File: config.mk
export PLATFORM = sky130hd
export DESIGN_NAME = bresenham_edge_walker
export DESIGN_NICKNAME = d
export VERILOG_FILES = /design/src/sv/bew_pkg.sv /design/src/sv/bew_ctrl.sv /design/src/sv/bew_dp.sv /design/src/sv/bresenham_edge_walker.sv
export SDC_FILE = /design/constraint.sdc
export NUM_CORES = 1
export LEC_CHECK = 0
export ABC_CLOCK_PERIOD_IN_PS = 6800
export BUFFER_PORTS_ARGS = -buffer_cell sky130_fd_sc_hd__buf_4
export CORE_MARGIN = 5
export CORE_UTILIZATION = 30
export DETAILED_ROUTE_END_ITERATION = 12
export GPL_TIMING_DRIVEN = 0
export PLACE_DENSITY = 0.43
export SETUP_SLACK_MARGIN = 0.2
export SYNTH_ARGS = -nofsm -noshare
export SYNTH_HDL_FRONTEND = slang
export SYNTH_SLANG_ARGS = --single-unit
File: constraint.sdc
create_clock -name clk -period 6.8 [get_ports clk]
set_clock_uncertainty 0.15 [all_clocks]
set_input_delay 0.34 -clock clk [delete_from_list [all_inputs] [get_ports clk]]
set_output_delay 0.34 -clock clk [all_outputs]
set_load 0.05 [all_outputs]
File: src/sv/bew_pkg.sv
// Shared types and constants for the Bresenham edge walker.
// Used by bew_ctrl, bew_dp and bresenham_edge_walker; depends on nothing.
`default_nettype none

package bew_pkg;

  // Request kinds carried on s_tuser.
  localparam logic CMD_LOAD = 1'b0;
  localparam logic CMD_STEP = 1'b1;

  typedef enum logic [1:0] {
    ST_IDLE,
    ST_SETUP_A,
    ST_SETUP_B,
    ST_STEP
  } state_t;

  // Commands from the controller to the datapath.
  typedef struct packed {
    logic latch;    // capture the input request payload
    logic setup_a;  // order endpoints, form deltas
    logic setup_b;  // pick the major axis, form the error terms
    logic iter;     // one Bresenham iteration
  } ctrl_t;

  // Status from the datapath to the controller.
  typedef struct packed {
    logic emit;     // the current iteration produces a result
  } stat_t;

endpackage

`default_nettype wire

File: src/sv/bew_ctrl.sv
// Controller state machine for the Bresenham edge walker.
// Depends on bew_pkg; drives the handshakes and the datapath commands.
`default_nettype none

module bew_ctrl (
  input  wire logic           clk,
  input  wire logic           rst,
  input  wire logic           s_tvalid,
  output logic                s_tready,
  input  wire logic           s_tuser,
  output logic                m_tvalid,
  input  wire logic           m_tready,
  input  wire bew_pkg::stat_t stat,
  output bew_pkg::ctrl_t      ctrl
);

  bew_pkg::state_t state, state_next;
  logic out_valid, out_valid_next;

  always_ff @(posedge clk) begin
    if (rst) begin
      state     <= bew_pkg::ST_IDLE;
      out_valid <= 1'b0;
    end else begin
      state     <= state_next;
      out_valid <= out_valid_next;
    end
  end

  always_comb begin
    state_next = state;
    ctrl       = '0;
    s_tready   = 1'b0;
    case (state)
      bew_pkg::ST_IDLE: begin
        s_tready = 1'b1;
        if (s_tvalid) begin
          ctrl.latch = 1'b1;
          state_next = (s_tuser == bew_pkg::CMD_LOAD) ? bew_pkg::ST_SETUP_A
                                                      : bew_pkg::ST_STEP;
        end
      end
      bew_pkg::ST_SETUP_A: begin
        ctrl.setup_a = 1'b1;
        state_next   = bew_pkg::ST_SETUP_B;
      end
      bew_pkg::ST_SETUP_B: begin
        ctrl.setup_b = 1'b1;
        state_next   = bew_pkg::ST_IDLE;
      end
      bew_pkg::ST_STEP: begin
        // Iterate only when the output register can take a result.
        if (!out_valid || m_tready) begin
          ctrl.iter = 1'b1;
          if (stat.emit) begin
            state_next = bew_pkg::ST_IDLE;
          end
        end
      end
      default: begin
        state_next = bew_pkg::ST_IDLE;
      end
    endcase

    if (ctrl.iter && stat.emit) begin
      out_valid_next = 1'b1;
    end else if (m_tready) begin
      out_valid_next = 1'b0;
    end else begin
      out_valid_next = out_valid;
    end
  end

  assign m_tvalid = out_valid;

endmodule

`default_nettype wire

File: src/sv/bew_dp.sv
// Datapath of the Bresenham edge walker: edge set-up, error terms,
// one walk iteration and the result register. Depends on bew_pkg.
`default_nettype none

module bew_dp #(
  parameter int COORD_BITS = 13
) (
  input  wire logic                  clk,
  input  wire logic                  rst,
  input  wire bew_pkg::ctrl_t        ctrl,
  output bew_pkg::stat_t             stat,
  input  wire logic [COORD_BITS-1:0] in_start_x,
  input  wire logic [COORD_BITS-1:0] in_start_y,
  input  wire logic [COORD_BITS-1:0] in_end_x,
  input  wire logic [COORD_BITS-1:0] in_end_y,
  output logic [COORD_BITS-1:0]      edge_x,
  output logic [COORD_BITS-1:0]      row_offset,
  output logic                       last,
  output logic                       exhausted
);

  localparam int CB = COORD_BITS;
  localparam int EW = COORD_BITS + 3;

  // Captured request payload.
  logic [CB-1:0] sx, sy, ex, ey;

  // Walker state.
  logic [CB-1:0]        cur_x, stop_x;
  logic signed [EW-1:0] err_term, err_keep_inc, err_step_inc;
  logic [CB-1:0]        row_count, rows_total;
  logic                 step_dir_neg, is_x_major, run_done;
  logic signed [CB:0]   dx_signed;

  // Set-up, first step.
  logic               swap;
  logic [CB-1:0]      ta_x, ta_y, tb_x, tb_y;
  logic signed [CB:0] dxs_c, dys_c;

  assign swap  = $signed(sy) > $signed(ey);
  assign ta_x  = swap ? ex : sx;
  assign ta_y  = swap ? ey : sy;
  assign tb_x  = swap ? sx : ex;
  assign tb_y  = swap ? sy : ey;
  assign dxs_c = $signed({tb_x[CB-1], tb_x}) - $signed({ta_x[CB-1], ta_x});
  assign dys_c = $signed({tb_y[CB-1], tb_y}) - $signed({ta_y[CB-1], ta_y});

  // Set-up, second step.
  logic [CB:0]          dx_mag;
  logic [CB-1:0]        dx;
  logic signed [EW-1:0] dx_e, dy_e, dx2, dy2;
  logic                 xmaj_c;

  assign dx_mag = dx_signed[CB] ? (CB+1)'(0 - dx_signed) : dx_signed;
  assign dx     = dx_mag[CB-1:0];
  assign dx_e   = $signed({3'b000, dx});
  assign dy_e   = $signed({3'b000, rows_total});
  assign dx2    = $signed({dx_e[EW-2:0], 1'b0});
  assign dy2    = $signed({dy_e[EW-2:0], 1'b0});
  assign xmaj_c = dx > rows_total;

  // One walk iteration.
  logic [CB-1:0]        x_moved;
  logic                 adv;
  logic                 row_lt;
  logic                 emit;
  logic [CB-1:0]        res_x, res_row;
  logic                 res_last, res_exh;
  logic [CB-1:0]        cur_x_next, row_count_next;
  logic signed [EW-1:0] err_term_next;
  logic                 run_done_next;

  assign x_moved = step_dir_neg ? cur_x - CB'(1) : cur_x + CB'(1);
  assign adv     = !err_term[EW-1];
  assign row_lt  = row_count < rows_total;

  always_comb begin
    emit           = 1'b1;
    res_x          = '0;
    res_row        = '0;
    res_last       = 1'b0;
    res_exh        = 1'b0;
    cur_x_next     = cur_x;
    row_count_next = row_count;
    err_term_next  = err_term;
    run_done_next  = run_done;
    if (run_done) begin
      res_exh = 1'b1;
    end else if (is_x_major) begin
      if (cur_x == stop_x) begin
        res_x         = stop_x;
        res_row       = row_count;
        res_last      = 1'b1;
        run_done_next = 1'b1;
      end else begin
        // The row reports the x visited just before the row advances.
        emit          = adv;
        res_x         = cur_x;
        res_row       = row_count;
        cur_x_next    = x_moved;
        err_term_next = err_term + (adv ? err_step_inc : err_keep_inc);
        if (adv && row_lt) begin
          row_count_next = row_count + CB'(1);
        end
      end
    end else begin
      res_x   = cur_x;
      res_row = row_count;
      if (!row_lt) begin
        res_last      = 1'b1;
        run_done_next = 1'b1;
      end else begin
        row_count_next = row_count + CB'(1);
        if (err_term[EW-1]) begin
          err_term_next = err_term + err_keep_inc;
        end else begin
          cur_x_next    = x_moved;
          err_term_next = err_term + err_step_inc;
        end
      end
    end
  end

  assign stat.emit = emit;

  always_ff @(posedge clk) begin
    if (ctrl.latch) begin
      sx <= in_start_x;
      sy <= in_start_y;
      ex <= in_end_x;
      ey <= in_end_y;
    end
    if (ctrl.iter && emit) begin
      edge_x     <= res_x;
      row_offset <= res_row;
      last       <= res_last;
      exhausted  <= res_exh;
    end
  end

  always_ff @(posedge clk) begin
    if (rst) begin
      cur_x        <= '0;
      stop_x       <= '0;
      err_term     <= '0;
      err_keep_inc <= '0;
      err_step_inc <= '0;
      row_count    <= '0;
      rows_total   <= '0;
      step_dir_neg <= 1'b0;
      is_x_major   <= 1'b0;
      run_done     <= 1'b1;
      dx_signed    <= '0;
    end else if (ctrl.setup_a) begin
      cur_x        <= ta_x;
      stop_x       <= tb_x;
      dx_signed    <= dxs_c;
      rows_total   <= dys_c[CB-1:0];
      row_count    <= '0;
      // Equal x endpoints count as a negative direction.
      step_dir_neg <= dxs_c[CB] || (dxs_c == '0);
    end else if (ctrl.setup_b) begin
      is_x_major <= xmaj_c;
      run_done   <= 1'b0;
      if (xmaj_c) begin
        err_keep_inc <= dy2;
        err_step_inc <= dy2 - dx2;
        err_term     <= dy2 - dx_e;
      end else begin
        err_keep_inc <= dx2;
        err_step_inc <= dx2 - dy2;
        err_term     <= dx2 - dy_e;
      end
    end else if (ctrl.iter) begin
      cur_x     <= cur_x_next;
      row_count <= row_count_next;
      err_term  <= err_term_next;
      run_done  <= run_done_next;
    end
  end

endmodule

`default_nettype wire

File: src/sv/bresenham_edge_walker.sv
// Top level of the Bresenham edge walker: joins bew_ctrl and bew_dp and
// packs the stream payloads. Depends on bew_pkg, bew_ctrl and bew_dp.
//
//   channel   direction  payload
//   s_*       in         tuser: cmd; tdata: start_x, start_y, end_x, end_y
//   m_*       out        tuser: exhausted; tlast: last; tdata: edge_x, row_offset
//
// A load request goes through capture, endpoint ordering and error terms.
// A step request is captured and then runs one iteration for a y-major
// edge, or one iteration per x pixel walked up to the next row change
// for an x-major edge; the controller iterates until the datapath emits.
// One request is worked on at a time; a waiting result sits in the output
// register while a load request is taken; a step request's iteration waits for it.
// Reset is synchronous and leaves no edge loaded; no clearing pass is needed.
`default_nettype none

module bresenham_edge_walker #(
  parameter int COORD_BITS = 13
) (
  input  wire logic                  clk,
  input  wire logic                  rst,
  input  wire logic                  s_tvalid,
  output logic                       s_tready,
  // s_tdata from bit 0: start_x, start_y, end_x, end_y, zero fill
  input  wire logic [((4*COORD_BITS+7)/8)*8-1:0] s_tdata,
  // s_tuser: cmd
  input  wire logic                  s_tuser,
  output logic                       m_tvalid,
  input  wire logic                  m_tready,
  // m_tdata from bit 0: edge_x, row_offset, zero fill
  output logic [((2*COORD_BITS+7)/8)*8-1:0] m_tdata,
  output logic                       m_tlast,
  // m_tuser: exhausted
  output logic                       m_tuser
);

  localparam int CB    = COORD_BITS;
  localparam int OUT_W = ((2*COORD_BITS+7)/8)*8;

  bew_pkg::ctrl_t ctrl;
  bew_pkg::stat_t stat;
  logic [CB-1:0]  edge_x, row_offset;

  bew_ctrl u_ctrl (
    .clk      (clk),
    .rst      (rst),
    .s_tvalid (s_tvalid),
    .s_tready (s_tready),
    .s_tuser  (s_tuser),
    .m_tvalid (m_tvalid),
    .m_tready (m_tready),
    .stat     (stat),
    .ctrl     (ctrl)
  );

  bew_dp #(
    .COORD_BITS (COORD_BITS)
  ) u_dp (
    .clk        (clk),
    .rst        (rst),
    .ctrl       (ctrl),
    .stat       (stat),
    .in_start_x (s_tdata[CB-1:0]),
    .in_start_y (s_tdata[2*CB-1:CB]),
    .in_end_x   (s_tdata[3*CB-1:2*CB]),
    .in_end_y   (s_tdata[4*CB-1:3*CB]),
    .edge_x     (edge_x),
    .row_offset (row_offset),
    .last       (m_tlast),
    .exhausted  (m_tuser)
  );

  assign m_tdata = OUT_W'({row_offset, edge_x});

  // An iteration that emits always fills the output register.
  a_emit_fills: assert property (@(posedge clk) disable iff (rst)
    (ctrl.iter && stat.emit) |=> m_tvalid)
    else $error("emitted result did not reach the output register");

  // An exhausted result carries zero fields and no last flag.
  a_exh_zero: assert property (@(posedge clk) disable iff (rst)
    (m_tvalid && m_tuser) |-> (edge_x == '0 && row_offset == '0 && !m_tlast))
    else $error("exhausted result with nonzero fields");

  // No iteration or set-up step runs while a new request can be taken.
  a_no_iter_idle: assert property (@(posedge clk) disable iff (rst)
    s_tready |-> !(ctrl.iter || ctrl.setup_a || ctrl.setup_b))
    else $error("datapath busy while ready for a request");

endmodule

`default_nettype wire
Word-level counts from Yosys, hierarchy flattened
Cells that the tools add are included.
Widths: inputs -> output; s select.
{"block": "classes", "muxes": 55, "n_lt_le_gt_ge": 3, "reduce_logical": 21, "multipliers": 0, "n_bitwise": 3, "eq_ne": 15, "add_sub_neg": 13, "n_shift": 0, "div": 0}
{"cell": "$mux 13", "count": 20}
{"cell": "$mux 16", "count": 10}
{"cell": "$add 16x16->16", "count": 3}
{"cell": "$sub 14x13->15", "count": 2}
{"cell": "$sub 14x14->15", "count": 2}
{"cell": "$add 13x1->13 const B", "count": 2}
{"cell": "$gt 13x13->1", "count": 2}
{"cell": "$mux 1", "count": 19}
{"cell": "$logic_not 14->1", "count": 1}
{"cell": "$mux 14", "count": 1}
{"cell": "$sub 13x13->14", "count": 1}
{"cell": "$eq 13x13->1", "count": 1}
{"cell": "$lt 13x13->1", "count": 1}
{"cell": "$sub 1x13->13 const A", "count": 1}
{"cell": "$sub 13x1->13 const B", "count": 1}
{"cell": "$sub 13x13->13", "count": 1}
{"cell": "$reduce_and 6->1", "count": 2}
{"cell": "$ne 2x2->1 const B", "count": 5}
{"cell": "$ne 3x3->1 const B", "count": 3}
{"cell": "$mux 2", "count": 4}
{"cell": "$pmux 2 s4", "count": 1}
{"cell": "$reduce_bool 2->1", "count": 4}
{"cell": "$ne 2x1->1 const B", "count": 3}
{"cell": "$reduce_bool 3->1", "count": 2}
{"cell": "other kinds (11)", "count": 18}
{"block": "totals", "ramBits": 0, "inputBits": 61, "output_inout_bits": 36, "elab_cells": 131, "mem_count": 0, "reg_bits": 200, "latch_bits": 0, "rom_bits": 0}

Logic depth before layout (Yosys ltp)
{"block": "depth", "ltp_word": 9, "mapped_depth": 23}

Modules after synthesis
Synthesis repeated with hierarchy kept, for this count alone.
{"block": "hier_totals", "cells_unflattened": 1584, "area_unflattened_um2": 13501.7}
{"mod": "bew_dp", "instances": 1, "area_each_um2": 13291.5, "cells_each": 1558}
{"mod": "bew_ctrl", "instances": 1, "area_each_um2": 161.4, "cells_each": 19}
{"mod": "bresenham_edge_walker", "instances": 1, "area_each_um2": 48.8, "cells_each": 7}

Least setup slack after synthesis
OpenSTA, ideal clock, no wires.
{"block": "synth_path", "path_kind": "register to register", "from": "register u_dp.sy[8]", "to": "register u_dp.step_dir_neg", "setup_time_ps": 84, "path_buffers": 5, "slack_ps": 1195, "synth_period_minus_slack_ps": 5605, "arrival_ps": 5370, "path_stages_with_launch": 22, "path_cell_list": "edfxtp_1 > ha_1 > nand4_1 > nor3_2 > a2111oi_4 > a21oi_1 > buf_2 > buf_1 > buf_2 > buf_1 > clkbuf_1 > nand2_1 > o22a_1 > ha_1 > or3_1 > a21oi_1 > o31ai_1 > xnor2_1 > or4_1 > or4b_1 > a21o_1 > o31ai_2"}
{"block": "synth_via", "elab_chain_len": 5, "word_cells_on_any_way": 6, "classes_between": "add/sub (1); order compare (1); mux (2); reduce/logical (2)"}
{"element": "from (decl)", "line_no": "bew_dp.sv:26", "text": "logic [CB-1:0] sx, sy, ex, ey;"}
{"element": "from (signal assigned)", "line_no": "bew_dp.sv:129", "text": "sy <= in_start_y;"}
{"element": "$gt 13x13->1 *", "line_no": "bew_dp.sv:40", "text": "assign swap = $signed(sy) > $signed(ey);"}
{"element": "$mux 13 (on tied branches)", "line_no": "bew_dp.sv:43, bew_dp.sv:41"}
{"element": "$sub 13x13->14 *", "line_no": "bew_dp.sv:45", "text": "assign dxs_c = $signed({tb_x[CB-1], tb_x}) - $signed({ta_x[CB-1], ta_x});"}
{"element": "$logic_not 14->1", "line_no": "bew_dp.sv:161", "text": "step_dir_neg <= dxs_c[CB] || (dxs_c == '0);"}
{"element": "$logic_or 1x1->1 *", "line_no": "bew_dp.sv:161"}
{"element": "to (signal assigned)", "line_no": "bew_dp.sv:161"}
{"element": "to (decl)", "line_no": "bew_dp.sv:32", "text": "logic step_dir_neg, is_x_major, run_done;"}
Every way passes the cells marked *; elsewhere a longest branch is shown, timed or not.
A chain may end at the register's enable or synchronous reset.

Worst setup path in the final report
{"block": "layout_path", "from": "register u_dp.sy[9]", "to": "register u_dp.dx_signed[12]"}
{"block": "layout_via", "elab_chain_len": 3, "word_cells_on_any_way": 4, "classes_between": "add/sub (1); order compare (1); mux (2)"}
{"element": "$gt 13x13->1 *", "line_no": "bew_dp.sv:40"}
{"element": "$mux 13 (on tied branches)", "line_no": "bew_dp.sv:43, bew_dp.sv:41"}
{"element": "$sub 13x13->14 *", "line_no": "bew_dp.sv:45"}
{"element": "to (signal assigned)", "line_no": "bew_dp.sv:157", "text": "dx_signed <= dxs_c;"}
{"element": "to (decl)", "line_no": "bew_dp.sv:33", "text": "logic signed [CB:0] dx_signed;"}
Marked as above.

==> summary.md <==
| Metric | Value |
|---|---|
| Total core area | `about 44,000 sq um` |
| Starting density of the core | `a little under a third` |
| Rows | `77` |
| Deepest clock path buffer count | `2` |
| Final min period | `~6.2 ns` |
| Antenna violations before repair | `0` |
| ANT nets after route | `0` |
| Critical Path AT | `roughly 6.5 ns` |
| Final WS setup | `0.573 ns` |
| Yosys top cell by area | `edfxtp_1` |
| H-tree lvl count | `4` |
| Multi-input logic area | `about 8000 sq um` |
| Pre-CTS setup slack | `-1.02 ns` |
| Setup_tns | `0 ns` |
| CTS tree | `done` |
| Warnings, synthesis | `0` |
| Mapped cell area | `about 13,000 sq um` |
| Slew HR | `between 30 and 40%` |
| Cells after Synth | `around 1,600` |
| Max frequency | `161 MHz` |
| Average routed wire per standard cell | `approximately 19 microns` |
| # IOs | `between 90 and 100` |
| Vias in the first global route | `approximately 12,000` |
| Critical-path maximum fanout | `10` |
| CTS Sinks | `just under 200` |
| Skew-Pair Late Insertion Delay | `0.50 ns` |
| Worst Hold Margin | `between 0.05 and 0.06 ns` |
| First-pass GRT wire length | `slightly below 70 mm` |
| CTS Buf Count | `17` |
| Status | `completed` |
| Antenna diodes | `0` |
| CP endpoint kind | `flop` |
| Syn avg cell area | `8.48 sq um` |
| P_leak | `6.43 nW` |
| Critical Path Source Type | `flop` |
| Max_cap viols | `0` |
| Reg area | `about 4700 sq um` |
| # DRC | `0` |
| Clk pin slew, worst setup/hold paths | `roughly 0.08 ns` |
| Critical path class | `flop to flop` |
| Pwr dens | `about 270 nW/um^2` |
| Slew Limit Fails | `0` |
| EDFF count, synth | `80` |
| Post-CTS Setup Bufs | `0` |
| Share of layout cells above drive strength 1 | `under 10%` |
| Final nets | `approximately 1,900` |
| Hold crit path type | `input port to flop` |
| Dpl hpwl | `around 35 mm` |
| Unique masters post-synth | `80` |
| Fill cells | `between 4,000 and 5,000` |
| Final Util | `between 30 and 40%` |
| Drt initial violations | `slightly below 800` |
| Largest net degree at the start of global routing | `44` |
| Most common flop cell mapped by yosys | `dfxtp_1` |
| Synth Register Bits | `194` |
| Peak supply drop | `about 180 uV` |
| Final hold vios | `0` |
| Global route overflow | `0` |
| Root buffer cell | `clkbuf_16` |
| Slew @ Worst Pin | `~0.99 ns` |
| Global Route Usage Sum | `roughly 18%` |
| Commonest non-fill, non-tap cell in the layout | `nand2_1` |
| Synth top area cells | `edfxtp_1 18%, dfxtp_1 17%, ha_1 9.7%, nand2_1 5.5%, a21oi_1 4.5%` |
| Unrepaired setup endpoints after global routing | `false` |
| Final setup vio count | `0` |
| Tcrit/Tclk final | `91.6%` |
| RD Place Congestion | `0.883` |
| Final Total Pwr | `roughly 4.3 mW` |
| Die Span X | `about 220 microns` |
| Area of the die | `~49,000 sq um` |
| Ys async rst share | `0%` |
| Port Buffers | `86` |
| Crit path required time | `about 7.1 ns` |
| Part of the Yosys area used for sequential elements | `34.7%` |
| Die H | `roughly 220 microns` |
| WL final | `43.8 mm` |
| Most frequent cells in the layout | `197 x nand2_1, 132 x nor2_1, 119 x a21oi_1, 114 x dfxtp_1, 108 x inv_1` |
| Yosys top cell area share | `between 10% and 20%` |
| Vias | `between 10,000 and 15,000` |
| First-pass detailed-route iteration total | `5` |
| Via-to-Cell Ratio | `5.00` |
| Layout area overhead | `19.5%` |
## power by group
part	switching, mW	internal [mW]
clock	0.507	0.588
sequential	0.0741	1.29
combinational	1.14	0.689
total	1.72	2.57
## path summary, 6_finish.rpt
check	to	cells after the start	start	slack, ns
setup / recovery	u_dp.dx_signed[12]	22	u_dp.sy[9]	0.57
setup reg to reg	u_dp.dx_signed[12]	22	u_dp.sy[9]	0.57
hold / removal	u_ctrl.state[1]	5	s_tuser	0.06
hold reg to reg	u_dp.err_step_inc[9]	2	u_dp.err_step_inc[9]	0.30
## synth_stat cells (27+ instances only)
master / n
inv_1: 109
xnor2_1: 60
ha_1: 104
o21ai_0: 65
nor3_1: 30
a21o_1: 28
nand2_1: 197
a21oi_1: 120
clkbuf_1: 59
a311oi_1: 28
nor2b_1: 51
xor2_1: 37
dfxtp_1: 114
a211oi_1: 38
nand2b_1: 27
nor2_1: 133
edfxtp_1: 80
## sequential cells by signal, summed over array words and instances, names as in the netlist
name / cells
u_dp.err_term: 15
u_dp.dx_signed: 14
u_dp.err_step_inc: 14
u_dp.cur_x: 13
u_dp.edge_x: 13
u_dp.err_keep_inc: 13
u_dp.ex: 13
u_dp.ey: 13
u_dp.row_count: 13
u_dp.row_offset: 13
u_dp.rows_total: 13
u_dp.stop_x: 13
u_dp.sx: 13
u_dp.sy: 13
u_ctrl.state: 2
u_ctrl.m_tvalid: 1
u_dp.exhausted: 1
u_dp.is_x_major: 1
u_dp.last: 1
u_dp.run_done: 1
u_dp.step_dir_neg: 1
## through the flow
stage               cell area, sq um  cells
detailed placement             14900   2275
global placement               14900   2274
floorplan                      13500   1596
CTS                            16100   2360
finish                         16100   2360
global route                   16100   2360
## kinds of logic (layout without fill, tap and decap cells)
kind of cell	Yosys count	count (layout)	share of synthesized area, %
other	1	6	0.0278
buffers and inverters	192	364	5.59
muxes	35	35	2.74
xor gates and xnor gates	97	97	6.30
DFF	194	194	34.7
and+or+nand+nor	536	536	18.5
adders and majority gates	124	124	11.6
AOI/OAI and AO/OA	412	412	20.5
## final cells by class
class / count / area share (%)
Multi-Input combinational cell: 1210 / 50.3
Clock buffer: 17 / 2.64
Inverter: 110 / 2.56
Buffer: 82 / 2.18
Tap cell: 592 / 4.60
Clock inverter: 15 / 1.24
Timing Repair Buffer: 140 / 7.42
Sequential cell: 194 / 29.1
## layer usage
layer	track usage [%]	share of wire, %
met1	23.5	46
met4	4.83	1.9
met2	29.8	48
met3	3.16	3.8
met5	0	0
## worst max-delay path: stages (launching register included)
cell and delay, ns:
edfxtp_1 0.42, ha_1 0.43, nand4_1 0.21, nor3_4 0.29
a2111oi_4 0.16, a21oi_4 0.27, buf_4 0.26, clkbuf_4 0.27
buf_4 0.23, buf_2 0.27, buf_2 0.29, nand2_1 0.11
o22a_1 0.21, ha_1 0.22, o31ai_2 0.33, a211oi_1 0.12
o211ai_1 0.21, o31ai_1 0.16, a31oi_2 0.35, o21ai_0 0.26
or4_1 0.49, a31oi_2 0.28, o21a_1 0.16
## timing repair
item	in CTS	in global routing
hold buffers	53	0
endpoints found under the hold margin	53	0
gates resized for setup	8	5
endpoints found under the setup margin	5	3
(Power assumes the default switching activity.)
